### config.mk
export PLATFORM = sky130hd
export DESIGN_NAME = sbdm_fifo
export DESIGN_NICKNAME = d
export VERILOG_FILES = /design/src/rtl/sbdm_fifo.sv
export SDC_FILE = /design/constraint.sdc
export NUM_CORES = 1
export LEC_CHECK = 0
export BUFFER_PORTS_ARGS = -buffer_cell sky130_fd_sc_hd__buf_2
export CAP_MARGIN = 0
export CORE_MARGIN = 4
export CORE_UTILIZATION = 50
export DETAILED_ROUTE_END_ITERATION = 6
export PLACE_DENSITY = 0.8
export SLEW_MARGIN = 20
export SYNTH_ARGS = -nofsm -noshare
export SYNTH_HDL_FRONTEND = slang
export SYNTH_SLANG_ARGS = --single-unit
### constraint.sdc
create_clock -name clk -period 2.9 [get_ports clk]
set_input_delay 0.58 -clock clk [delete_from_list [all_inputs] [get_ports clk]]
set_output_delay 0.58 -clock clk [all_outputs]
set_load 0.005 [all_outputs]
### src/rtl/sbdm_fifo.sv
// ---------------------------------------------------------------------------
// sbdm_fifo
// Small register queue between the front end and the back end.
// ---------------------------------------------------------------------------
module sbdm_fifo #(
	parameter int W     = 8,
	parameter int DEPTH = 4
) (
	input  logic         clk,
	input  logic         arst_n,
	input  logic         push,
	input  logic [W-1:0] push_data,
	input  logic         pop,
	output logic [W-1:0] pop_data,
	output logic         full,
	output logic         empty
);
	localparam int AW = (DEPTH > 1) ? $clog2(DEPTH) : 1;
	localparam int CW = $clog2(DEPTH + 1);

	logic [W-1:0]  mem_q [DEPTH];
	logic [AW-1:0] wr_q;
	logic [AW-1:0] rd_q;
	logic [CW-1:0] cnt_q;

	// pointers and fill count
	always_ff @(posedge clk or negedge arst_n) begin
		if (!arst_n) begin
			wr_q  <= '0;
			rd_q  <= '0;
			cnt_q <= '0;
		end else begin
			if (push) wr_q <= (wr_q == AW'(DEPTH - 1)) ? '0 : wr_q + 1'b1;
			if (pop) rd_q <= (rd_q == AW'(DEPTH - 1)) ? '0 : rd_q + 1'b1;
			if (push && !pop) cnt_q <= cnt_q + 1'b1;
			else if (pop && !push) cnt_q <= cnt_q - 1'b1;
		end
	end

	// storage
	always_ff @(posedge clk) begin
		if (push) mem_q[wr_q] <= push_data;
	end

	assign pop_data = mem_q[rd_q];
	assign full     = (cnt_q == CW'(DEPTH));
	assign empty    = (cnt_q == '0);

	assert property (@(posedge clk) disable iff (!arst_n) push |-> !full)
		else $error("queue written while full");
	assert property (@(posedge clk) disable iff (!arst_n) pop |-> !empty)
		else $error("queue read while empty");
	assert property (@(posedge clk) disable iff (!arst_n) cnt_q <= CW'(DEPTH))
		else $error("queue count beyond depth");

endmodule

# --- Yosys cells after proc, flatten, opt, wreduce, memory -nomap -nowiden ---
# Memory sizes are Yosys's and may differ from the RTL's.
# Index checks and enable logic that the tools add are counted.
totals:
  register_bits: 7
  latch_bits: 0
  ramBits: 32
  romBits: 0
  in_bits: 12
  elab_cells: 23
  n_memories: 1
mem_list:
  columns: ["memory", "words", "width", "read_ports", "rd_clocked_by_memory_dff", "wr", "line", "text"]
  rows:
  - ["mem_q", 4, 8, 1, 0, 1, "21", "logic [W-1:0] mem_q [DEPTH];"]
classes:
  n_addsub: 4
  n_mul: 0
  div_mod_pow: 0
  magnitude_cmp: 0
  eq_ne: 3
  n_shift: 0
  muxes: 6
  n_bitwise: 0
  n_reduce_logical: 6
ops:
  columns: ["op", "count"]
  rows:
  - ["$mux 3", 2]
  - ["$add 2x1->2 const B", 2]
  - ["$eq 2x2->1 const B", 2]
  - ["$mux 2", 2]
  - ["$add 3x1->3 const B", 1]
  - ["$eq 3x3->1 const B", 1]
  - ["$logic_not 3->1", 1]
  - ["$sub 3x1->3 const B", 1]
  - ["$logic_and 1x1->1", 2]
  - ["$logic_not 1->1", 2]
  - ["$mux 1", 2]
  - ["$reduce_bool 2->1", 1]

# --- Logic depth before layout (Yosys ltp) ---
# Gate-level depths: netlist of the first run.
logic_depth:
  depth_word: 4
  ltp_mapped: 7
  depth_no_buf: 7

# --- Worst setup path before layout of the first run ---
# OpenSTA, ideal clock, no wires.
synth_path:
  path_kind: "input -> register"
  startpoint: "input pop"
  endpoint: "register cnt_q[2]"
  setup_time_ns: 0.079
  t_arrival_ns: 1.566
  required_ns: 2.821
  setup_slack_ns: 1.255
  stages: 7
  path_buffers: 0
  cell_sequence: "inv_1 ha_1 inv_1 fa_1 xor2_1 nor2_1 xor2_1"
synth_between:
  elab_chain_cells: 3
  word_cells_on_any_way: 5
  cone_classes: "mux: 1; reduce/logical: 4"
synth_lines:
  columns: ["item", "line", "text"]
  rows:
  - ["start, declared", "13", "input logic pop,"]
  - ["$logic_not 1->1", "35", "if (push && !pop) cnt_q <= cnt_q + 1'b1;"]
  - ["$logic_and 1x1->1", "35", null]
  - ["$mux 3 / $reduce_bool 2->1 (equally long branches)", null, null]
  - ["end signal, assigned", "35", null]
  - ["end signal, assigned", "36", "else if (pop && !push) cnt_q <= cnt_q - 1'b1;"]
  - ["end, declared", "24", "logic [CW-1:0] cnt_q;"]
# Several ways; a longest one is shown, not always the timed one.
# A chain may end at the register's enable or synchronous reset.

# --- Final worst setup path of the first run ---
layout_path:
  startpoint: "register rd_q[0]"
  endpoint: "output pop_data[5]"
layout_between:
  elab_chain_cells: 1
layout_lines:
  columns: ["item", "line", "text"]
  rows:
  - ["start, declared", "23", "logic [AW-1:0] rd_q;"]
  - ["start signal, assigned", "34", "if (pop) rd_q <= (rd_q == AW'(DEPTH - 1)) ? '0 : rd_q + 1'b1;"]
  - ["$mem_v2 4x8", null, null]
  - ["end, declared", "14", "output logic [W-1:0] pop_data,"]
# No other way between the ends.

==> results of run 1 <==
worst max-delay path by stage:
stage | startpoint | to | slack, ns | depth (start not counted)
after CTS | rd_q[0]$_DFFE_PN0P_ | pop_data[5] | 0.47 | 2
after global routing | rd_q[0]$_DFFE_PN0P_ | pop_data[4] | 0.36 | 2
final | rd_q[0]$_DFFE_PN0P_ | pop_data[5] | 0.51 | 2
after floorplan | pop | cnt_q[2]$_DFFE_PN0P_ | 1.25 | 7
after global placement | rd_q[0]$_DFFE_PN0P_ | pop_data[0] | 0.89 | 2
after detailed placement | rd_q[0]$_DFFE_PN0P_ | pop_data[5] | 0.85 | 2
flip-flops by register name, summed over array words and instances, names as in the netlist:
name	cells
mem_q	32
cnt_q	3
rd_q	2
wr_q	2
critical path: cells and delay by family, from the launching register on:
family	cells	cell delay, ns
flip-flops	1	0.75
multiplexers	1	0.58
buffers and inverters	1	0.14
cells in the mapped netlist:
| cell | instances | area [um^2] |
|---|---|---|
| buf_6 | 1 | 11.3 |
| nor2_1 | 2 | 7.51 |
| o21ai_0 | 2 | 10.0 |
| xnor2_1 | 1 | 8.76 |
| fa_1 | 1 | 20.0 |
| nor3b_1 | 1 | 7.51 |
| mux4_2 | 8 | 180 |
| buf_2 | 1 | 5.00 |
| ha_1 | 6 | 75.1 |
| xor2_1 | 2 | 17.5 |
| and2_1 | 4 | 25.0 |
| nand3_1 | 1 | 5.00 |
| mux2_2 | 3 | 33.8 |
| nor3_1 | 1 | 5.00 |
| edfxtp_1 | 32 | 961 |
| nand2_1 | 1 | 3.75 |
| inv_1 | 5 | 18.8 |
| dfrtp_1 | 7 | 175 |
cells by family (layout without fill, tap and decap cells):
| kind of cell | after synthesis | in the layout |
|---|---|---|
| flops | 39 | 39 |
| mux | 11 | 11 |
| simple gates | 10 | 10 |
| fa+ha+maj | 7 | 7 |
| buf+inv | 7 | 34 |
| xor+xnor | 3 | 3 |
| compound gates | 2 | 2 |
metrics by stage:
step | instance area (um^2) | power [mW] | std cells | setup WS [ns]
after detailed placement | 1710 | 1.30 | 142 | 0.854
after global placement | 1710 | 1.27 | 142 | 0.888
after CTS | 1790 | 1.64 | 150 | 0.466
after global routing | 1790 | 1.74 | 150 | 0.364
final | 1790 | 1.62 | 150 | 0.510
after floorplan | 1570 | 1.14 | 79 | 1.25
final cells by class:
type | instances | share of cell area
Timing Repair Buffer | 21 | 0.0587
Sequential cell | 39 | 0.635
Clock buffer | 5 | 0.0210
Clock inverter | 3 | 0.0217
Inverter | 5 | 0.0105
Tap cell | 44 | 0.0307
Multi-Input combinational cell | 33 | 0.223
power groups by stage:
stage | sequential (mW) | combinational (mW) | clock [mW]
global route | 0.875 | 0.475 | 0.388
finish | 0.854 | 0.419 | 0.347
floorplan | 0.793 | 0.350 | 0
detailed placement | 0.873 | 0.429 | 0
CTS | 0.860 | 0.430 | 0.353
global placement | 0.861 | 0.407 | 0
cell usage in the layout (no fill, tap or decap), drive strengths merged, types with 3 or more instances in the layout:
cell type,count
mux2,3
mux4,8
inv,5
ha,6
clkbuf,5
buf,21
and2,4
dfrtp,7
edfxtp,32
layer usage:
metal,track usage,up-vias,share of wire
met1,0.177,376,0.43
met3,0.0615,2,0.067
met2,0.213,23,0.50
met4,0.0647,0,0.0097
li1,-,353,-
met5,0,-,0
==> metrics, run 1 <==
slew margin rel.=0.594; CP max-delay cell=dfrtp_1; max-slew violations=0; multi-input combinational cell area=399 um^2; vias in the first global route=802; register area=0.00114 mm^2; initial core utilization=0.519; routed vias/inst=5.03; Setup Buffers After CTS=0; Max Clock Skew=0.00417 ns; core area=0.00303 mm^2; maximum VDD drop=461 uV; Sw Ratio=0.284; Simple-Gate Fraction of Synth Area=0.0343; YS warnings=0; worst-skew pair later-pin latency=0.34 ns; Pwr per Cell Area=905 mW/mm^2; first-pass GRT wire length=4.15 mm; DIE AREA=0.00410 mm^2; r2r setup slk=1.46 ns; DRC errors left=0; synth-to-layout area growth=14.0%; # rows=20; Max-cap violations=0; worst stage delay on the critical path=0.75 ns; worst r2r path cells=2; number of antenna violations at the first check in global routing=0; CP Capture Type=output port; XOR/XNOR Fraction of Synth Area=0.0167; Yosys reg bits=39; clock transition at the registers of the reported paths=0.11 ns; CP required=2.32 ns; routed wire length=2.37 mm; adder-cell share of the synthesized area=0.0606; combinational cell fraction of total power=0.259; Die Y=64.0 um; clock tree buffer depth=2; worst-margin pin slew=0.608 ns; remaining antenna violation count after routing=0; CP Max Fanout=11; mux contribution to synthesized area=0.136; GRT overflow=0; worst path cell trace=mux4_2, buf_2; Resize count post-CTS=0; reg2reg start=rd_q[0]$_DFFE_PN0P_; maximum clock rate=0.418 GHz; final hold slack=0.0500 ns; GRT Overall Usage=0.142; Initial DRC Count=28; share of the clock period used by the worst path=0.824; Finished Core Util=0.591; antenna cell count=0; CTS Sinks=39; Final TNS setup=0 ns; compound-cell area share of the yosys netlist=0.00637; final setup vio count=0; IO Port Bufs=21; Syn Inst Count=79; cell-internal power=1.16 mW; RSZ-0062 raised after global routing=no; NetSw=0.459 mW; WL/cell=15.8 um; largest net degree at the start of global routing=13; Hold Vio Cnt, Final=0; via count=754; Pre-antenna DRT Iters=4; status=finished, final reports clean; Seq/Total Area, Yosys=0.724; I/O pin count=22; Worst EP arrival=1.81 ns; Clock power frac=0.214; CTS tree=yes; leakage=0.675 nW; main combinational cell family by area after synthesis=multiplexers; Cell Area, Synth=0.00157 mm^2; final net count=124; CTS buffer count=5; Hold Crit Class=input port to async pin; syn_nets=98; Final GP Congestion=0.662; Die Width=64.0 um; Period minus WS final=2.39 ns; post-synthesis average cell area=19.9 um^2; Critical Path Source Type=register; H-tree levels=2; Post-CTS Hold Fix Bufs=0; Root Buffer=clkbuf_4; reg2reg end=rd_q[1]$_DFFE_PN0P_; Setup Crit Path Kind=register to output port; FILL cells=240; share of total power in sequential cells=0.527; distinct cell type count after synthesis=18; ratio of cells with drive above 1 in the final layout=0.368
Power figures use the tool's default switching activity.
==> inputs of run 2 (changes only) <==
clock period = 2.4 ns   (was 2.9 ns; I/O delays follow)
==> metrics, run 2 (synthesis gave the netlist of run 1 again) <==
FILL cells=235; Final TNS setup=0 ns; clock transition at the registers of the reported paths=0.11 ns; antenna cell count=0; leakage=0.678 nW; Setup Buffers After CTS=0; largest net degree at the start of global routing=13; Largest Register=mem_q; Worst Setup SP=rd_q[0]$_DFFE_PN0P_; status=finished, final reports clean; biggest regs=mem_q: 32 flops, cnt_q: 3 flops; CTS tree=yes; Worst EP arrival=1.62 ns; Pre-antenna DRT Iters=4; # rows=20; reg2reg start=wr_q[0]$_DFFE_PN0P_; worst-margin pin slew=0.447 ns; worst path cell trace=mux4_2, buf_2; H-tree levels=2; Pwr per Cell Area=1090 mW/mm^2; vias in the first global route=815; final setup vio count=0; IO Port Bufs=21; worst-skew pair later-pin latency=0.34 ns; Critical Path Source Type=register; r2r setup slk=0.98 ns; # placed instances=142; Final Non-Filler Cells=151; CP Capture Type=output port; GRT overflow=0; RSZ-0062 raised after global routing=no; CP max-delay cell=dfrtp_2; max-slew violations=0; CTS buffer count=5; CTS Sinks=39; Root Buffer=clkbuf_4; max reg flops=32; Initial DRC Count=31; most frequent cells in the layout=edfxtp_1 (32), buf_2 (21), mux4_2 (8); Buf+Inv Stages, Crit Path=1; GR Layer Usage met1=0.179; Crit path depth=2; slew margin rel.=0.702; GRT Overall Usage=0.143; reg2reg end=mem_q[0][1]$_DFFE_PP_; Setup Crit Path Kind=register to output port; worst stage delay on the critical path=0.59 ns; routed wire length=2.38 mm; worst r2r path cells=3; WL/cell=15.7 um; routed vias/inst=5.05; maximum clock rate=0.477 GHz; routing usage on met2=0.213; number of antenna violations at the first check in global routing=0; remaining antenna violation count after routing=0; maximum VDD drop=560 uV; clock tree buffer depth=2; Hold Vio Cnt, Final=0; final net count=125; Die Width=64.0 um; GR peak layer=met2; I/O pin count=22; Max Clock Skew=0.00536 ns; initial core utilization=0.519; Die Y=64.0 um; Max-cap violations=0; synth-to-layout area growth=14.7%; Hold Crit Class=input port to register; commonest non-fill, non-tap cell in the layout=edfxtp_1; Crit path max-delay family=flip-flops; core area=0.00303 mm^2; first-pass GRT wire length=4.18 mm; Setup crit end=pop_data[5]; Period minus WS final=2.10 ns; ratio of cells with drive above 1 in the final layout=0.374; DIE AREA=0.00410 mm^2; CP required=1.92 ns; GRT met3 Usage=0.0615; DRC errors left=0; share of the clock period used by the worst path=0.874; Final GP Congestion=0.662; via count=762; CP Max Fanout=11
[run 2: cell count changes in the layout (fill, tap and decap cells not counted), sizes merged]
cell         previous run  this run
dlygate4sd3             0         1
[run 2: what timing repair did]
action / 4_1_cts / 5_1_grt
setup endpoints to repair: 0 / 8
hold buffers: 1 / 0
gates resized for setup: 0 / 1
endpoints found under the hold margin: 7 / 0
[run 2: per-stage QoR]
step | total power, mW | hold slack (ns) | area, um^2 | util | worst slack, ns
after floorplan | 1.38 | 0.184 | 1570 | - | 0.855
after global routing | 2.10 | 0.322 | 1800 | 0.595 | 0.190
after CTS | 1.99 | 0.337 | 1800 | 0.595 | 0.0658
final | 1.96 | 0.349 | 1800 | 0.595 | 0.302
after detailed placement | 1.57 | 0.322 | 1710 | 0.566 | 0.454
after global placement | 1.53 | 0.317 | 1710 | 0.566 | 0.488
[run 2: worst reg2reg max path: stages (launching register included)]
cell,delay (ns)
dfrtp_1,0.42
inv_1,0.13
ha_1,0.16
and2_1,0.38
[run 2: layout make-up]
cell class	instances	area, um^2	area share
repair buffers	22	115	0.0639
clock buffers	5	37.5	0.0208
clock inverters	3	38.8	0.0215
multi-input cells	33	399	0.222
well taps	44	55.1	0.0306
flip-flops and latches	39	1140	0.631
inverters	5	18.8	0.0104
[run 2: report_power, final]
group          switching (mW)  internal [mW]  leakage, nW  total, mW
clock                   0.204          0.214       0.0426      0.419
combinational           0.208          0.301        0.260      0.509
sequential              0.143          0.891        0.376       1.03
[run 2: how the worst min path moves through the flow]
stage	slack, ns	endpoint	cells after the start	from
5_1_grt	0.32	mem_q[0][4]$_DFFE_PP_	1	push_data[4]
3_3_place_gp	0.32	cnt_q[2]$_DFFE_PN0P_	1	arst_n
4_1_cts	0.34	mem_q[2][4]$_DFFE_PP_	1	push_data[4]
6_report	0.35	mem_q[0][4]$_DFFE_PP_	1	push_data[4]
3_5_place_dp	0.32	wr_q[1]$_DFFE_PN0P_	1	arst_n
2_1_floorplan	0.18	cnt_q[0]$_DFFE_PN0P_	0	arst_n
[run 2: routing by layer]
layer / part of all wire / vias up
li1: - / 355
met1: 0.42 / 380
met2: 0.50 / 25
met3: 0.069 / 2
met4: 0.0097 / 0
met5: 0 / -
==> inputs of run 3 (changes only) <==
RECOVER_POWER = 25   (was unset)
==> metrics, run 3 (synthesis gave the netlist of run 1 again) <==
status=finished, final reports clean; clock tree buffer depth=2; share of total power in sequential cells=0.527; Pwr per Cell Area=1090 mW/mm^2; remaining antenna violation count after routing=0; reg2reg start=wr_q[0]$_DFFE_PN0P_; RSZ-0062 raised after global routing=no; H-tree levels=2; combinational cell fraction of total power=0.259; via count=752; Final GP Congestion=0.662; biggest regs=mem_q: 32 flops, cnt_q: 3 flops; DIE AREA=0.00410 mm^2; Setup Buffers After CTS=0; routed vias/inst=4.98; CTS buffer count=5; Root Buffer=clkbuf_4; final net count=125; GRT overflow=0; Clock power frac=0.214; Sw Ratio=0.283; CP Capture Type=output port; cell-internal power=1.40 mW; Die Y=64.0 um; IO Port Bufs=21; first-pass GRT wire length=4.18 mm; initial core utilization=0.519; # rows=20; DRC errors left=0; NetSw=0.555 mW; leakage=0.662 nW; worst-margin pin slew=0.439 ns; Max-cap violations=0; Worst Setup SP=rd_q[0]$_DFFE_PN0P_; worst r2r path cells=3; largest net degree at the start of global routing=13; WL/cell=15.6 um; CP required=1.92 ns; Worst EP arrival=1.62 ns; Setup Crit Path Kind=register to output port; Max Clock Skew=0.00393 ns; ratio of cells with drive above 1 in the final layout=0.318; Largest Register=mem_q; maximum clock rate=0.477 GHz; Critical Path Source Type=register; CTS Sinks=39; max-slew violations=0; Hold Path Stages=1; share of the clock period used by the worst path=0.873; WHS Endpoint=mem_q[1][1]$_DFFE_PP_; synth-to-layout area growth=14.3%; Final TNS setup=0 ns; Finished Core Util=0.593; routed wire length=2.36 mm; commonest non-fill, non-tap cell in the layout=edfxtp_1; Die Width=64.0 um; CP Max Fanout=11; most frequent cells in the layout=edfxtp_1 (32), buf_2 (15), mux4_2 (8); worst-skew pair later-pin latency=0.34 ns; reg2reg end=mem_q[0][1]$_DFFE_PP_; max reg flops=32; vias in the first global route=815; Initial DRC Count=33; I/O pin count=22; Period minus WS final=2.10 ns; r2r setup slk=0.98 ns; maximum VDD drop=564 uV; number of antenna violations at the first check in global routing=0; GRT Overall Usage=0.143; core area=0.00303 mm^2; final setup vio count=0; slew margin rel.=0.707; Hold Vio Cnt, Final=0; Hold Startpoint=push_data[1]; antenna cell count=0; Hold Crit Class=input port to register; Pre-antenna DRT Iters=2; clock transition at the registers of the reported paths=0.11 ns; CTS tree=yes
-- run 3: cell count changes in the layout (fill, tap and decap cells not counted) --
cell      previous run  this run
clkbuf_1             0         6
buf_2               21        15
-- run 3: final cells by class --
cell class / count / area, um^2
fill: 239 / 1230
sequential: 39 / 1140
multi-input combinational: 33 / 399
timing repair buffer: 22 / 108
tap: 44 / 55.1
clock inverter: 3 / 38.8
clock buffer: 5 / 37.5
inverter: 5 / 18.8
-- run 3: critical path, cell delays in order, from the launching register on --
cell	delay, ns
dfrtp_2	0.58
mux4_2	0.55
buf_2	0.14
-- run 3: worst max path at each step --
stage,end,slack (ns)
after global routing,pop_data[4],0.19
final,pop_data[5],0.30
after detailed placement,pop_data[5],0.45
after floorplan,cnt_q[2]$_DFFE_PN0P_,0.85
after global placement,pop_data[0],0.49
after CTS,pop_data[5],0.07
-- run 3: power by group through the flow --
stage               Combinational, mW  Clock [mW]  Sequential [mW]
CTS                             0.521       0.427             1.04
global placement                0.491           0             1.04
detailed placement              0.518           0             1.05
global route                    0.574       0.469             1.06
floorplan                       0.422           0            0.959
finish                          0.507       0.420             1.03
-- run 3: timing repair --
action	in CTS	in global routing
resized for setup	0	1
hold buffers	1	0
endpoints found under the setup margin	0	8
hold endpoints to repair	7	0
-- run 3: per-stage QoR --
step / instances / setup WS (ns) / area, um^2 / power [mW] / hold WS (ns)
after floorplan: 79 / 0.855 / 1570 / 1.38 / 0.184
final: 151 / 0.304 / 1790 / 1.96 / 0.353
after CTS: 151 / 0.0658 / 1800 / 1.99 / 0.337
after global placement: 142 / 0.488 / 1710 / 1.53 / 0.317
after detailed placement: 142 / 0.454 / 1710 / 1.57 / 0.322
after global routing: 151 / 0.190 / 1790 / 2.10 / 0.339
-- run 3: per-layer routing --
layer | track usage | wire length, um | up-vias
met5 | 0 | 0 | -
met4 | 0.0647 | 23 | 0
met3 | 0.0615 | 143 | 2
met2 | 0.213 | 1170 | 19
met1 | 0.179 | 1020 | 376
li1 | - | - | 355
