===== src/rtl/sbdm_pkg.sv =====
// ---------------------------------------------------------------------------
// sbdm_pkg
// Shared types, constants and the quarter-wave sine table builder for the
// single-bin DFT magnitude block.
// ---------------------------------------------------------------------------
package sbdm_pkg;

	// field and register widths
	localparam int FREQ_W      = 15;
	localparam int RATE_W      = 18;
	localparam int LEN_W       = 13;
	localparam int CFG_CNT_W   = 4;
	localparam int CFG_IDX_W   = 3;
	localparam int CFG_DATA_W  = 18;
	localparam int SAMPLE_W    = 16;
	localparam int LEVEL_W     = 27;
	localparam int SUM_W       = 48;
	localparam int PHASE_W     = 12;
	localparam int BIN_W       = 14;   // holds the saturated bin 2*FRAME_MAX
	localparam int CHAN_CNT_W  = 5;    // holds a channel count up to 16
	localparam int CHAN_IDX_W  = 4;    // holds a channel index up to 15
	localparam int FRAME_MAX   = 4096;
	localparam int QS_LEN      = 1025;
	localparam int QS_AW       = 11;
	localparam int QS_W        = 16;

	localparam int DEF_MAX_CHANNELS = 8;
	localparam int DEF_FIFO_DEPTH   = 4;

	localparam logic [BIN_W-1:0] BIN_SAT = BIN_W'(2 * FRAME_MAX);

	// configuration register indexes
	localparam logic [CFG_IDX_W-1:0] CFG_TARGET_FREQ   = 3'd0;
	localparam logic [CFG_IDX_W-1:0] CFG_SAMPLE_RATE   = 3'd1;
	localparam logic [CFG_IDX_W-1:0] CFG_FRAME_LENGTH  = 3'd2;
	localparam logic [CFG_IDX_W-1:0] CFG_CHANNEL_COUNT = 3'd3;
	localparam logic [CFG_IDX_W-1:0] CFG_INTERLEAVED   = 3'd4;

	// register reset values
	localparam logic [FREQ_W-1:0]    RST_TARGET_FREQ   = 15'd2000;
	localparam logic [RATE_W-1:0]    RST_SAMPLE_RATE   = 18'd44100;
	localparam logic [LEN_W-1:0]     RST_FRAME_LENGTH  = 13'd1024;
	localparam logic [CFG_CNT_W-1:0] RST_CHANNEL_COUNT = 4'd2;
	localparam logic                 RST_INTERLEAVED   = 1'b1;

	// end-of-frame result kinds
	localparam logic [1:0] RES_ZERO = 2'd0;
	localparam logic [1:0] RES_NYQ  = 2'd1;
	localparam logic [1:0] RES_MAG  = 2'd2;

	typedef struct packed {
		logic [FREQ_W-1:0]    target_freq;
		logic [RATE_W-1:0]    sample_rate;
		logic [LEN_W-1:0]     frame_length;
		logic [CFG_CNT_W-1:0] channel_count;
		logic                 interleaved;
	} sbdm_cfg_t;

	// one queued operation from the front end to the back end
	typedef struct packed {
		logic [SAMPLE_W-1:0]   x;
		logic [PHASE_W-1:0]    phase;
		logic [CHAN_IDX_W-1:0] chan;
		logic [CHAN_CNT_W-1:0] chans;
		logic                  clr;    // clear all sums first
		logic                  acc;    // accumulate x into chan
		logic                  last;   // emit a result afterwards
		logic [1:0]            kind;
	} sbdm_entry_t;

	typedef logic [QS_W-1:0] qsin_tab_t [0:QS_LEN-1];

	// quarter-wave sine, Taylor series to x^13 in Q30, rounded to Q15
	function automatic qsin_tab_t qsin_build();
		qsin_tab_t       tab;
		longint unsigned theta;
		longint unsigned x2;
		longint unsigned term;
		longint unsigned scaled;
		longint          acc;
		int              i;
		int              n;
		for (i = 0; i < QS_LEN; i++) begin
			theta = (64'(i) * 64'd6746518852 + 64'd2048) >> 12;
			x2    = (theta * theta + (64'd1 << 29)) >> 30;
			term  = theta;
			acc   = longint'(theta);
			for (n = 1; n <= 6; n++) begin
				term = ((term * x2) >> 30) / 64'((2 * n) * (2 * n + 1));
				if (n % 2 == 1) acc = acc - longint'(term);
				else acc = acc + longint'(term);
			end
			if (acc < 0) acc = 0;
			scaled = (64'(acc) * 64'd32767 + (64'd1 << 29)) >> 30;
			tab[i] = scaled[QS_W-1:0];
		end
		return tab;
	endfunction

endpackage


===== src/rtl/sbdm_div.sv =====
// ---------------------------------------------------------------------------
// sbdm_div
// Restoring divider, one quotient bit per cycle. Result valid on done.
// ---------------------------------------------------------------------------
module sbdm_div #(
	parameter int DW = 35,
	parameter int VW = 18
) (
	input  logic          clk,
	input  logic          arst_n,
	input  logic          start,
	input  logic [DW-1:0] dividend,
	input  logic [VW-1:0] divisor,
	output logic          busy,
	output logic          done,
	output logic [DW-1:0] quotient
);
	localparam int CW = $clog2(DW + 1);

	logic [VW-1:0] rem_q;
	logic [VW-1:0] dvs_q;
	logic [DW-1:0] quo_q;
	logic [CW-1:0] cnt_q;
	logic          busy_q;
	logic          done_q;
	logic [VW:0]   shifted;
	logic [VW+1:0] diff;
	logic          ge;

	// trial subtract of the divisor from the shifted remainder
	assign shifted = {rem_q, quo_q[DW-1]};
	assign diff    = {1'b0, shifted} - {2'b00, dvs_q};
	assign ge      = ~diff[VW+1];

	// step counter
	always_ff @(posedge clk or negedge arst_n) begin
		if (!arst_n) begin
			busy_q <= 1'b0;
			done_q <= 1'b0;
			cnt_q  <= '0;
		end else begin
			done_q <= 1'b0;
			if (start) begin
				busy_q <= 1'b1;
				cnt_q  <= CW'(DW);
			end else if (busy_q) begin
				cnt_q <= cnt_q - 1'b1;
				if (cnt_q == CW'(1)) begin
					busy_q <= 1'b0;
					done_q <= 1'b1;
				end
			end
		end
	end

	// datapath
	always_ff @(posedge clk) begin
		if (start) begin
			rem_q <= '0;
			quo_q <= dividend;
			dvs_q <= divisor;
		end else if (busy_q) begin
			rem_q <= ge ? diff[VW-1:0] : shifted[VW-1:0];
			quo_q <= {quo_q[DW-2:0], ge};
		end
	end

	assign busy     = busy_q;
	assign done     = done_q;
	assign quotient = quo_q;

endmodule


===== src/rtl/sbdm_front.sv =====
// ---------------------------------------------------------------------------
// sbdm_front
// Accepts samples, tracks frame position, latches the bin at frame start
// and works out the table phase, then queues one operation per sample.
// ---------------------------------------------------------------------------
module sbdm_front import sbdm_pkg::*; #(
	parameter int MAX_CHANNELS = DEF_MAX_CHANNELS
) (
	input  logic                clk,
	input  logic                arst_n,
	input  sbdm_cfg_t           cfg,
	input  logic                in_valid,
	output logic                in_ready,
	input  logic [SAMPLE_W-1:0] sample,
	output logic                push,
	output sbdm_entry_t         push_data,
	input  logic                full
);
	localparam int PH_PROD_W = 23;                    // bin*n below 2^23
	localparam int DIV_DW    = PH_PROD_W + PHASE_W;

	localparam logic [2:0] F_IDLE = 3'd0;
	localparam logic [2:0] F_BIN  = 3'd1;
	localparam logic [2:0] F_EVAL = 3'd2;
	localparam logic [2:0] F_MUL  = 3'd3;
	localparam logic [2:0] F_PDIV = 3'd4;
	localparam logic [2:0] F_PUSH = 3'd5;

	logic [2:0]             state_q;
	logic [LEN_W-1:0]       sp_q;
	logic [CHAN_CNT_W-1:0]  cp_q;
	logic [BIN_W-1:0]       bin_q;
	logic [PH_PROD_W-1:0]   mul_q;
	sbdm_entry_t            ent_q;

	logic [LEN_W-1:0]       len;
	logic [CHAN_CNT_W-1:0]  chans;
	logic [CHAN_CNT_W-1:0]  cnt_ext;
	logic                   accept;
	logic                   oor;
	logic [LEN_W-1:0]       sp_eff;
	logic [CHAN_CNT_W-1:0]  cp_eff;
	logic                   frame_start;
	logic                   active;
	logic [LEN_W-1:0]       sp_inc;
	logic [CHAN_CNT_W-1:0]  cp_inc;
	logic [LEN_W-1:0]       sp_n;
	logic [CHAN_CNT_W-1:0]  cp_n;
	logic                   done_n;
	logic [FREQ_W+LEN_W-1:0] bin_num;
	logic [BIN_W+LEN_W-1:0]  prod_full;

	logic                   div_start;
	logic [DIV_DW-1:0]      div_dividend;
	logic [RATE_W-1:0]      div_divisor;
	logic                   div_busy;
	logic                   div_done;
	logic [DIV_DW-1:0]      div_quot;

	// clamp frame length and channel count
	always_comb begin
		cnt_ext = {1'b0, cfg.channel_count};
		len = (cfg.frame_length > LEN_W'(FRAME_MAX)) ? LEN_W'(FRAME_MAX) : cfg.frame_length;
		if (cnt_ext == '0) chans = CHAN_CNT_W'(1);
		else if (cnt_ext > CHAN_CNT_W'(MAX_CHANNELS)) chans = CHAN_CNT_W'(MAX_CHANNELS);
		else chans = cnt_ext;
	end

	assign in_ready = (state_q == F_IDLE);
	assign accept   = in_valid && in_ready;

	// positions, dropped partial frame restarts at zero
	assign oor         = (sp_q >= len) || (cp_q >= chans);
	assign sp_eff      = oor ? '0 : sp_q;
	assign cp_eff      = oor ? '0 : cp_q;
	assign frame_start = (sp_eff == '0) && (cp_eff == '0);
	assign active      = (bin_q <= {2'b00, len[LEN_W-1:1]});

	// next position after this sample, back to zero at frame end
	always_comb begin
		sp_inc = sp_q + 1'b1;
		cp_inc = cp_q + 1'b1;
		sp_n   = sp_q;
		cp_n   = cp_q;
		done_n = 1'b0;
		if (cfg.interleaved) begin
			if (cp_inc >= chans) begin
				cp_n   = '0;
				sp_n   = sp_inc;
				done_n = (sp_inc >= len);
			end else begin
				cp_n = cp_inc;
			end
		end else begin
			if (sp_inc >= len) begin
				sp_n   = '0;
				cp_n   = cp_inc;
				done_n = (cp_inc >= chans);
			end else begin
				sp_n = sp_inc;
			end
		end
		if (done_n) begin
			sp_n = '0;
			cp_n = '0;
		end
	end

	// divider operand select: bin at frame start, phase per sample
	assign bin_num   = cfg.target_freq * len;
	assign prod_full = bin_q * sp_q;
	always_comb begin
		div_start    = 1'b0;
		div_dividend = DIV_DW'(bin_num);
		div_divisor  = cfg.sample_rate;
		if (state_q == F_MUL) begin
			div_start    = 1'b1;
			div_dividend = {mul_q, {PHASE_W{1'b0}}};
			div_divisor  = RATE_W'(len);
		end else if (accept && len != '0 && frame_start && cfg.sample_rate != '0) begin
			div_start = 1'b1;
		end
	end

	sbdm_div #(
		.DW (DIV_DW),
		.VW (RATE_W)
	) u_div (
		.clk      (clk),
		.arst_n   (arst_n),
		.start    (div_start),
		.dividend (div_dividend),
		.divisor  (div_divisor),
		.busy     (div_busy),
		.done     (div_done),
		.quotient (div_quot)
	);

	// control
	always_ff @(posedge clk or negedge arst_n) begin
		if (!arst_n) begin
			state_q <= F_IDLE;
			sp_q    <= '0;
			cp_q    <= '0;
			bin_q   <= '0;
		end else begin
			unique case (state_q)
				F_IDLE: begin
					if (accept) begin
						if (len == '0) begin
							sp_q    <= '0;
							cp_q    <= '0;
							state_q <= F_PUSH;
						end else begin
							sp_q <= sp_eff;
							cp_q <= cp_eff;
							if (frame_start && cfg.sample_rate != '0) begin
								state_q <= F_BIN;
							end else begin
								if (frame_start) bin_q <= BIN_SAT;
								state_q <= F_EVAL;
							end
						end
					end
				end
				F_BIN: begin
					if (div_done) begin
						bin_q   <= (div_quot > DIV_DW'(BIN_SAT)) ? BIN_SAT : div_quot[BIN_W-1:0];
						state_q <= F_EVAL;
					end
				end
				F_EVAL: begin
					sp_q    <= sp_n;
					cp_q    <= cp_n;
					state_q <= active ? F_MUL : F_PUSH;
				end
				F_MUL: begin
					state_q <= F_PDIV;
				end
				F_PDIV: begin
					if (div_done) state_q <= F_PUSH;
				end
				F_PUSH: begin
					if (!full) state_q <= F_IDLE;
				end
				default: state_q <= F_IDLE;
			endcase
		end
	end

	// queued operation fields
	always_ff @(posedge clk) begin
		if (accept) begin
			ent_q.x     <= sample;
			ent_q.phase <= '0;
			ent_q.chans <= chans;
			ent_q.chan  <= cp_eff[CHAN_IDX_W-1:0];
			ent_q.clr   <= 1'b1;
			ent_q.acc   <= 1'b0;
			ent_q.last  <= 1'b1;
			ent_q.kind  <= RES_ZERO;
			if (len != '0) begin
				ent_q.clr  <= frame_start;
				ent_q.last <= 1'b0;
			end
		end
		if (state_q == F_EVAL) begin
			mul_q      <= prod_full[PH_PROD_W-1:0];
			ent_q.acc  <= active;
			ent_q.last <= done_n;
			ent_q.kind <= active ? RES_MAG : RES_NYQ;
		end
		if (state_q == F_PDIV && div_done) ent_q.phase <= div_quot[PHASE_W-1:0];
	end

	assign push      = (state_q == F_PUSH) && !full;
	assign push_data = ent_q;

	assert property (@(posedge clk) disable iff (!arst_n) in_ready |-> !div_busy)
		else $error("sample taken while divider busy");
	assert property (@(posedge clk) disable iff (!arst_n)
		div_done |-> (state_q == F_BIN || state_q == F_PDIV))
		else $error("divider finished in unexpected state");
	assert property (@(posedge clk) disable iff (!arst_n)
		(accept && len == '0) |=> (state_q == F_PUSH))
		else $error("empty frame did not queue a result");

endmodule


===== config.mk =====
export PLATFORM = sky130hd
export DESIGN_NAME = sbdm_front
export DESIGN_NICKNAME = d
export VERILOG_FILES = /design/src/rtl/sbdm_pkg.sv /design/src/rtl/sbdm_div.sv /design/src/rtl/sbdm_front.sv
export SDC_FILE = /design/constraint.sdc
export NUM_CORES = 1
export LEC_CHECK = 0
export BUFFER_PORTS_ARGS = -buffer_cell sky130_fd_sc_hd__clkbuf_2
export CELL_PAD_IN_SITES_DETAIL_PLACEMENT = 1
export CELL_PAD_IN_SITES_GLOBAL_PLACEMENT = 1
export CORE_UTILIZATION = 45
export CTS_CLUSTER_DIAMETER = 120
export DETAILED_ROUTE_END_ITERATION = 10
export PLACE_DENSITY_LB_ADDON = 0.1
export SLEW_MARGIN = 20
export SYNTH_ARGS = -nofsm -noshare
export SYNTH_HDL_FRONTEND = slang
export SYNTH_SLANG_ARGS = --single-unit

===== constraint.sdc =====
create_clock -name clk -period 6 [get_ports clk]
set_clock_uncertainty 0.2 [all_clocks]
set_input_delay 0.3 -clock clk [delete_from_list [all_inputs] [get_ports clk]]
set_output_delay 0.3 -clock clk [all_outputs]
set_load 0.02 [all_outputs]

* Yosys cells after proc, flatten, opt, wreduce, memory -nomap -nowiden
Index checks and enable logic that the tools add are counted.
** Word-level totals
- Flip-flop bits (word level) :: 179
- Bits of input ports :: 71
- Logic and storage cells :: 134
** Cells by class
- $add $sub $neg :: 4
- Multiply operators :: 2
- $lt $le $gt $ge :: 8
- Eq/ne operators :: 15
- Muxes and demuxes :: 58
- Bitwise logic cells :: 1
- Reductions and logical operators :: 26
** Operators by type and width (count)
- 2-to-1 mux 13 bit :: 9
- 2-to-1 mux 35 bit :: 3
- 2-to-1 mux 14 bit :: 6
- 2-to-1 mux 5 bit :: 8
- > comparator 35 x 14 -> 1 bit (second input constant) :: 1
- multiplier 15 x 13 -> 28 bit :: 1
- case mux 14 bit (2 select lines) :: 1
- >= comparator 13 bit :: 2
- logical NOT 13 bit :: 2
- 2-to-1 mux 26 bit :: 1
- case mux 13 bit (2 select lines) :: 1
- multiplier 14 x 13 -> 23 bit :: 1
- subtractor 19 x 18 -> 20 bit :: 1
- 2-to-1 mux 18 bit :: 1
- 2-to-1 mux 3 bit :: 6
- case mux 3 bit (6 select lines) :: 1
- nonzero test 18 bit :: 1
- <= comparator 14 x 12 -> 1 bit :: 1
- adder 13 x 1 -> 13 bit (second input constant) :: 1
- > comparator 13 bit (second input constant) :: 1
- 2-to-1 mux 1 bit :: 13
- nonzero test 13 bit :: 1
- 2-to-1 mux 12 bit :: 1
- 2-to-1 mux 6 bit :: 2
- 25 further kinds :: 48

* Longest topological paths before layout
- Depth after elaboration :: 13
- Depth in mapped cells :: 23
- Gate-level depth less buffers :: 21

* Hierarchy
A second synthesis with hierarchy kept.
** Second synthesis, totals
- Cells, all modules :: 2256
- Area, all modules :: 21505.6 µm²
** Modules (own cells, without submodules)
- sbdm_front :: times used 1, cells an instance 1885, area each 17216.5 µm²
- sbdm_div :: times used 1, cells an instance 371, area each 4289.1 µm²

* Worst setup path before layout
Ideal clock, no wire load.
- Path kind :: input port to flip-flop
- Start point :: input cfg[17] (netlist bit)
- End point :: register u_div.quo_q[26] (netlist: u_div.quotient[26]), data pin
- Library setup time :: 0.146 ns
- Arrival :: 6.007 ns
- Data required time :: 5.654 ns
- Setup slack :: -0.353 ns
- Stages :: 22
- Cells stage by stage :: clkbuf_1 > clkbuf_1 > nor2b_1 > clkbuf_1 > nand2_1 > fa_1 > fa_1 > fa_1 > inv_1 > fa_1 > inv_1 > fa_1 > inv_1 > ha_1 > a21oi_1 > o211ai_2 > a41o_2 > a31oi_2 > a311oi_1 > a41oi_1 > mux2_1 > a21oi_1
** On the way
- Word-level cells in the longest chain between the ends :: 12
** RTL lines
- start: declaration :: RTL line sbdm_front.sv:11 : input sbdm_cfg_t cfg,
- > comparator 13 bit :: RTL line sbdm_front.sv:63 : len = (cfg.frame_length > LEN_W'(FRAME_MAX)) ? LEN_W'(FRAME_MAX) : cfg.frame_length;
- 2-to-1 mux 13 bit (*) :: RTL line sbdm_front.sv:63
- parallel branches: the longest is 9 deep, another holds multiplier 15 x 13 -> 28 bit
- 2-to-1 mux 35 bit (*) :: RTL line sbdm_div.sv:58 : if (start) begin
- end signal: assignment :: RTL line sbdm_div.sv:60 : quo_q <= dividend;
- end signal: assignment :: RTL line sbdm_div.sv:64 : quo_q <= {quo_q[DW-2:0], ge};
- end: declaration :: RTL line sbdm_div.sv:22 : logic [DW-1:0] quo_q;
Mark *: on every way between the ends.
A chain may end at the register's enable or synchronous reset.

* Worst setup path in the final report
- Start point :: register bin_q[6]
- End point :: register mul_q[20], data pin
** On the way
- Word-level cells in the longest chain between the ends :: 1
** RTL lines
- start: declaration :: RTL line sbdm_front.sv:32 : logic [BIN_W-1:0] bin_q;
- start signal: assignment :: RTL line sbdm_front.sv:168 : bin_q <= (div_quot > DIV_DW'(BIN_SAT)) ? BIN_SAT : div_quot[BIN_W-1:0];
- multiplier 14 x 13 -> 23 bit :: RTL line sbdm_front.sv:111 : assign prod_full = bin_q * sp_q;
- net prod_full[20] :: RTL line sbdm_front.sv:51 : logic [BIN_W+LEN_W-1:0] prod_full;
- end signal: assignment :: RTL line sbdm_front.sv:208 : mul_q <= prod_full[PH_PROD_W-1:0];
- end: declaration :: RTL line sbdm_front.sv:33 : logic [PH_PROD_W-1:0] mul_q;
The timed path passes the listed nets, and every way through them passes these cells.

==> impl_metrics.csv <==
group,metric,value,unit
power_and_ir_drop,ir_drop,0.000347,V
global_route,grt_pass1_wl,98600,um
global_route,grt_use_met2,44.7,%
cells_and_area,drive_gt1_share,13.1,%
setup_path,cp.required,6020,ps
synthesis,ys_seq_elements,177,
placement,dp_cells,3005,
floorplanning,fp.dieArea,48100,um^2
synthesis,synth_edf_count,116,
routing,drt_iter0_drc,848,
timing,hold_violations,0,
placement,gp_congestion,0.832,
setup_path,rr_startpoint,"bin_q[6]",
setup_path,cp-start-kind,"flip-flop",
timing,tns,0,ps
timing,setup_viol,0,
synthesis,yosysSeqAreaShare,23.1,%
timing,slew_violations,0,
floorplanning,rows,79,
routing,routed_via_density,5.39,
setup_path,crit_chain,"buf_4 -> and2_1 -> fa_1 -> inv_1 -> fa_1 -> fa_1 -> fa_1 -> inv_1 -> fa_1 -> ha_1 -> and3_1 -> a21oi_1 -> o21ai_0 -> o41ai_2 -> buf_4 -> o21bai_1 -> a21oi_1 -> xnor2_1",
setup_path,crit_arrival,5740,ps
cells_and_area,fin_util,51.9,%
cells_and_area,syn_to_final_growth,13.7,%
routing,remaining_drc_errors,0,
setup_path,r2r_setup_slack,280,ps
floorplanning,die-height,219,um
floorplanning,io-pin-count,115,
worst_hold_path,hp-class,"input port to flip-flop",
floorplanning,die_w,219,um
clocking,cts.path.max_buffers,2,
clocking,clk_pin_slew,70,ps
power_and_ir_drop,pwr_density_cell,302,nW/um^2
timing,rsz0062_at_grt,"no",
synthesis,synth.cell_area,21300,um^2
synthesis,syn_area_per_cell,9.39,um^2
global_route,grt_max_degree,62,
synthesis,syn_nets,2804,
clocking,cts_root_buf,"clkbuf_16",
setup_path,endpoint,"mul_q[20]",
synthesis,netlist-cell-type-count,87,
cells_and_area,instances_no_fill,3080,
setup_path,critPathMostFrequentCell,"fa_1",
global_route,met3_usage,4.55,%
global_route,antenna_found_initial,2,
synthesis,async_flop_share,24.3,%
routing,final_antenna_net_count,0,
synthesis,yosysWarnings,0,
floorplanning,coreArea,46600,um^2
global_route,grt_overflow_total,0,
flow_run,cap_violations,0,
synthesis,synth_ff_type,"edfxtp_1",
power_and_ir_drop,leakagePower,11.6,nW
routing,wl,60500,um
timing,post-route-min-period,5720,ps
setup_path,crit_path_top_delay_cell,"fa_1",
routing,firstDrtPassIters,6,
clocking,cts_sinks,177,
placement,io_buffers,113,
placement,placed_cell_area,23100,um^2
setup_path,crit_buf_inv,4,
timing,max_slew_margin,21.5,%
setup_path,path_delay_family,"adder cells",
global_route,use_met1,34.7,%
setup_path,crit_path_start,"bin_q[6]",
timing,worst_pin_slew,1170,ps
cells_and_area,nets,2997,
setup_path,reg2reg_to,"mul_q[20]",
setup_path,cp_slowest_stage_delay,580,ps
placement,post-place-ws,-261,ps
timing,fmax,175,MHz
placement,dp_hpwl,48800,um
global_route,grt_pass1_vias,18200,
floorplanning,start_util,45.7,%
timing,layout_setup_ws,280,ps
setup_path,ff2ff_path_depth,18,
global_route,busiest_layer,"met2",
setup_path,crit_fanout,7,
clocking,cts_inserted_buffers,17,
timing,finalCritPeriodShare,95.3,%
clocking,h-tree-depth,4,
routing,via_count,16600,
outcome,outcome,"complete, no violations",
clocking,cts_tree,"yes",
routing,routedWlPerCell,19.6,um
setup_path,worstSetupPathType,"flip-flop to flip-flop",
timing,hold-worst-slack,56.9,ps
setup_path,end_kind,"flip-flop",
global_route,track_usage,26.7,%
clocking,insertion_delay,490,ps
power_and_ir_drop,p_total,7.31,mW
synthesis,syn_inst,2265,
cells_and_area,design_area,24200,um^2
setup_path,worst-path-stages,18,
## area by class of cell
type	count	area (um^2)
well taps	607	759
flip-flops and latches	177	4940
clock buffers	19	433
fillers	5318	22400
repair buffers	278	1920
diodes	2	5.00
multi-input cells	1606	14500
inverters	378	1420
clock inverters	13	146
## report_power, final
| group | switching [mW] | total, mW | internal, mW | leakage, nW |
|---|---|---|---|---|
| sequential | 0.312 | 2.08 | 1.77 | 1.82 |
| combinational | 2.32 | 4.06 | 1.75 | 9.54 |
| clock | 0.545 | 1.17 | 0.621 | 0.282 |
| total | 3.17 | 7.31 | 4.13 | 11.6 |
## registers in the layout (all words and copies together), names as in the netlist
register and flops:
bin_q 14, cp_q 5, mul_q 23, push_data 40, sp_q 13, state_q 3, u_div.busy 1, u_div.cnt_q 6
u_div.done 1, u_div.dvs_q 18, u_div.quotient 35, u_div.rem_q 18
## cell families after synthesis
| family | count (synthesis) | share of synthesized area, % |
|---|---|---|
| AND/OR/NAND/NOR | 726 | 17.0 |
| multiplexers | 26 | 1.24 |
| flip-flops | 177 | 23.1 |
| XOR/XNOR | 78 | 3.21 |
| adder cells (fa/ha/maj) | 468 | 37.1 |
| other | 1 | 0.0176 |
| AO/OA/AOI/OAI | 307 | 9.49 |
| buffers and inverters | 482 | 8.80 |
## worst reg2reg max path, delay by kind of cell, from the launching register on
kind | cells | cell delay, ps
XOR/XNOR | 1 | 110
adder cells (fa/ha/maj) | 6 | 2880
buffers and inverters | 4 | 500
AO/OA/AOI/OAI | 5 | 950
AND/OR/NAND/NOR | 2 | 340
flip-flops | 1 | 480
## Yosys cell counts (3+ instances only)
master / number / area (um^2)
a21o_1: 16 / 120
a31oi_1: 5 / 31.3
or4_1: 4 / 30.0
edfxtp_1: 116 / 3480
nor2_1: 66 / 248
and2_1: 194 / 1210
o21ai_0: 69 / 345
mux2i_1: 23 / 230
o22ai_1: 14 / 87.6
nand4_1: 12 / 75.1
xor2_1: 30 / 263
buf_1: 6 / 22.5
a211oi_1: 19 / 143
o31a_1: 3 / 26.3
nand3_1: 40 / 200
or3_1: 8 / 50.1
and3_1: 13 / 81.3
dfxtp_1: 18 / 360
nor2b_1: 18 / 113
nor4_1: 18 / 113
xnor2_1: 48 / 420
nand2_1: 302 / 1130
a211o_1: 3 / 26.3
a22o_1: 19 / 166
ha_1: 197 / 2460
a21oi_1: 85 / 425
inv_1: 377 / 1420
and3_2: 3 / 22.5
clkbuf_1: 79 / 297
nor3_1: 18 / 90.1
or2_2: 3 / 18.8
o21a_1: 14 / 105
buf_4: 4 / 30.0
buf_6: 3 / 33.8
o21bai_1: 9 / 67.6
a311oi_1: 4 / 35.0
nand2b_1: 14 / 87.6
o21ai_1: 10 / 50.1
dfrtp_1: 43 / 1080
fa_1: 271 / 5430
buf_2: 11 / 55.1
## metal layers
layer,wire length [um],up-vias
met4,1700,2
met2,29500,314
met3,2410,88
met1,26900,8501
met5,8,-
li1,-,7692
## how the worst min path moves through the flow
stage | startpoint | to | slack (ps) | cells past startpoint
detailed placement | arst_n | cp_q[1] | 240 | 2
floorplan | arst_n | bin_q[0] | -200 | 0
global placement | arst_n | cp_q[1] | 230 | 2
finish | cfg[1] | push_data[5] | 60 | 3
CTS | cfg[1] | push_data[5] | 40 | 3
global route | cfg[1] | push_data[5] | 70 | 3
## layout by cell type, fill, tap and decap left out, drive strengths merged, types with 12 or more instances in the layout
cell type	Yosys	layout
a211oi	22	22
a21o	17	17
a21oi	85	85
a22o	19	19
and2	194	194
and3	16	16
buf	24	127
clkbuf	80	132
dfrtp	43	43
dfxtp	18	18
dlygate4sd3	0	38
edfxtp	116	116
fa	271	271
ha	197	197
inv	378	385
mux2i	23	23
nand2	302	302
nand2b	14	14
nand3	41	41
nand4	12	12
nor2	67	67
nor2b	18	18
nor3	18	18
nor4	20	20
o21a	14	14
o21ai	80	80
o22ai	14	14
xnor2	48	48
xor2	30	30
## repair_timing
item | in CTS | in global routing
setup buffers | 0 | 3
hold buffers | 38 | 0
setup endpoints to repair | 0 | 6
resized for setup | 0 | 20
hold endpoints to repair | 81 | 0
Power figures use the tool's default switching activity.
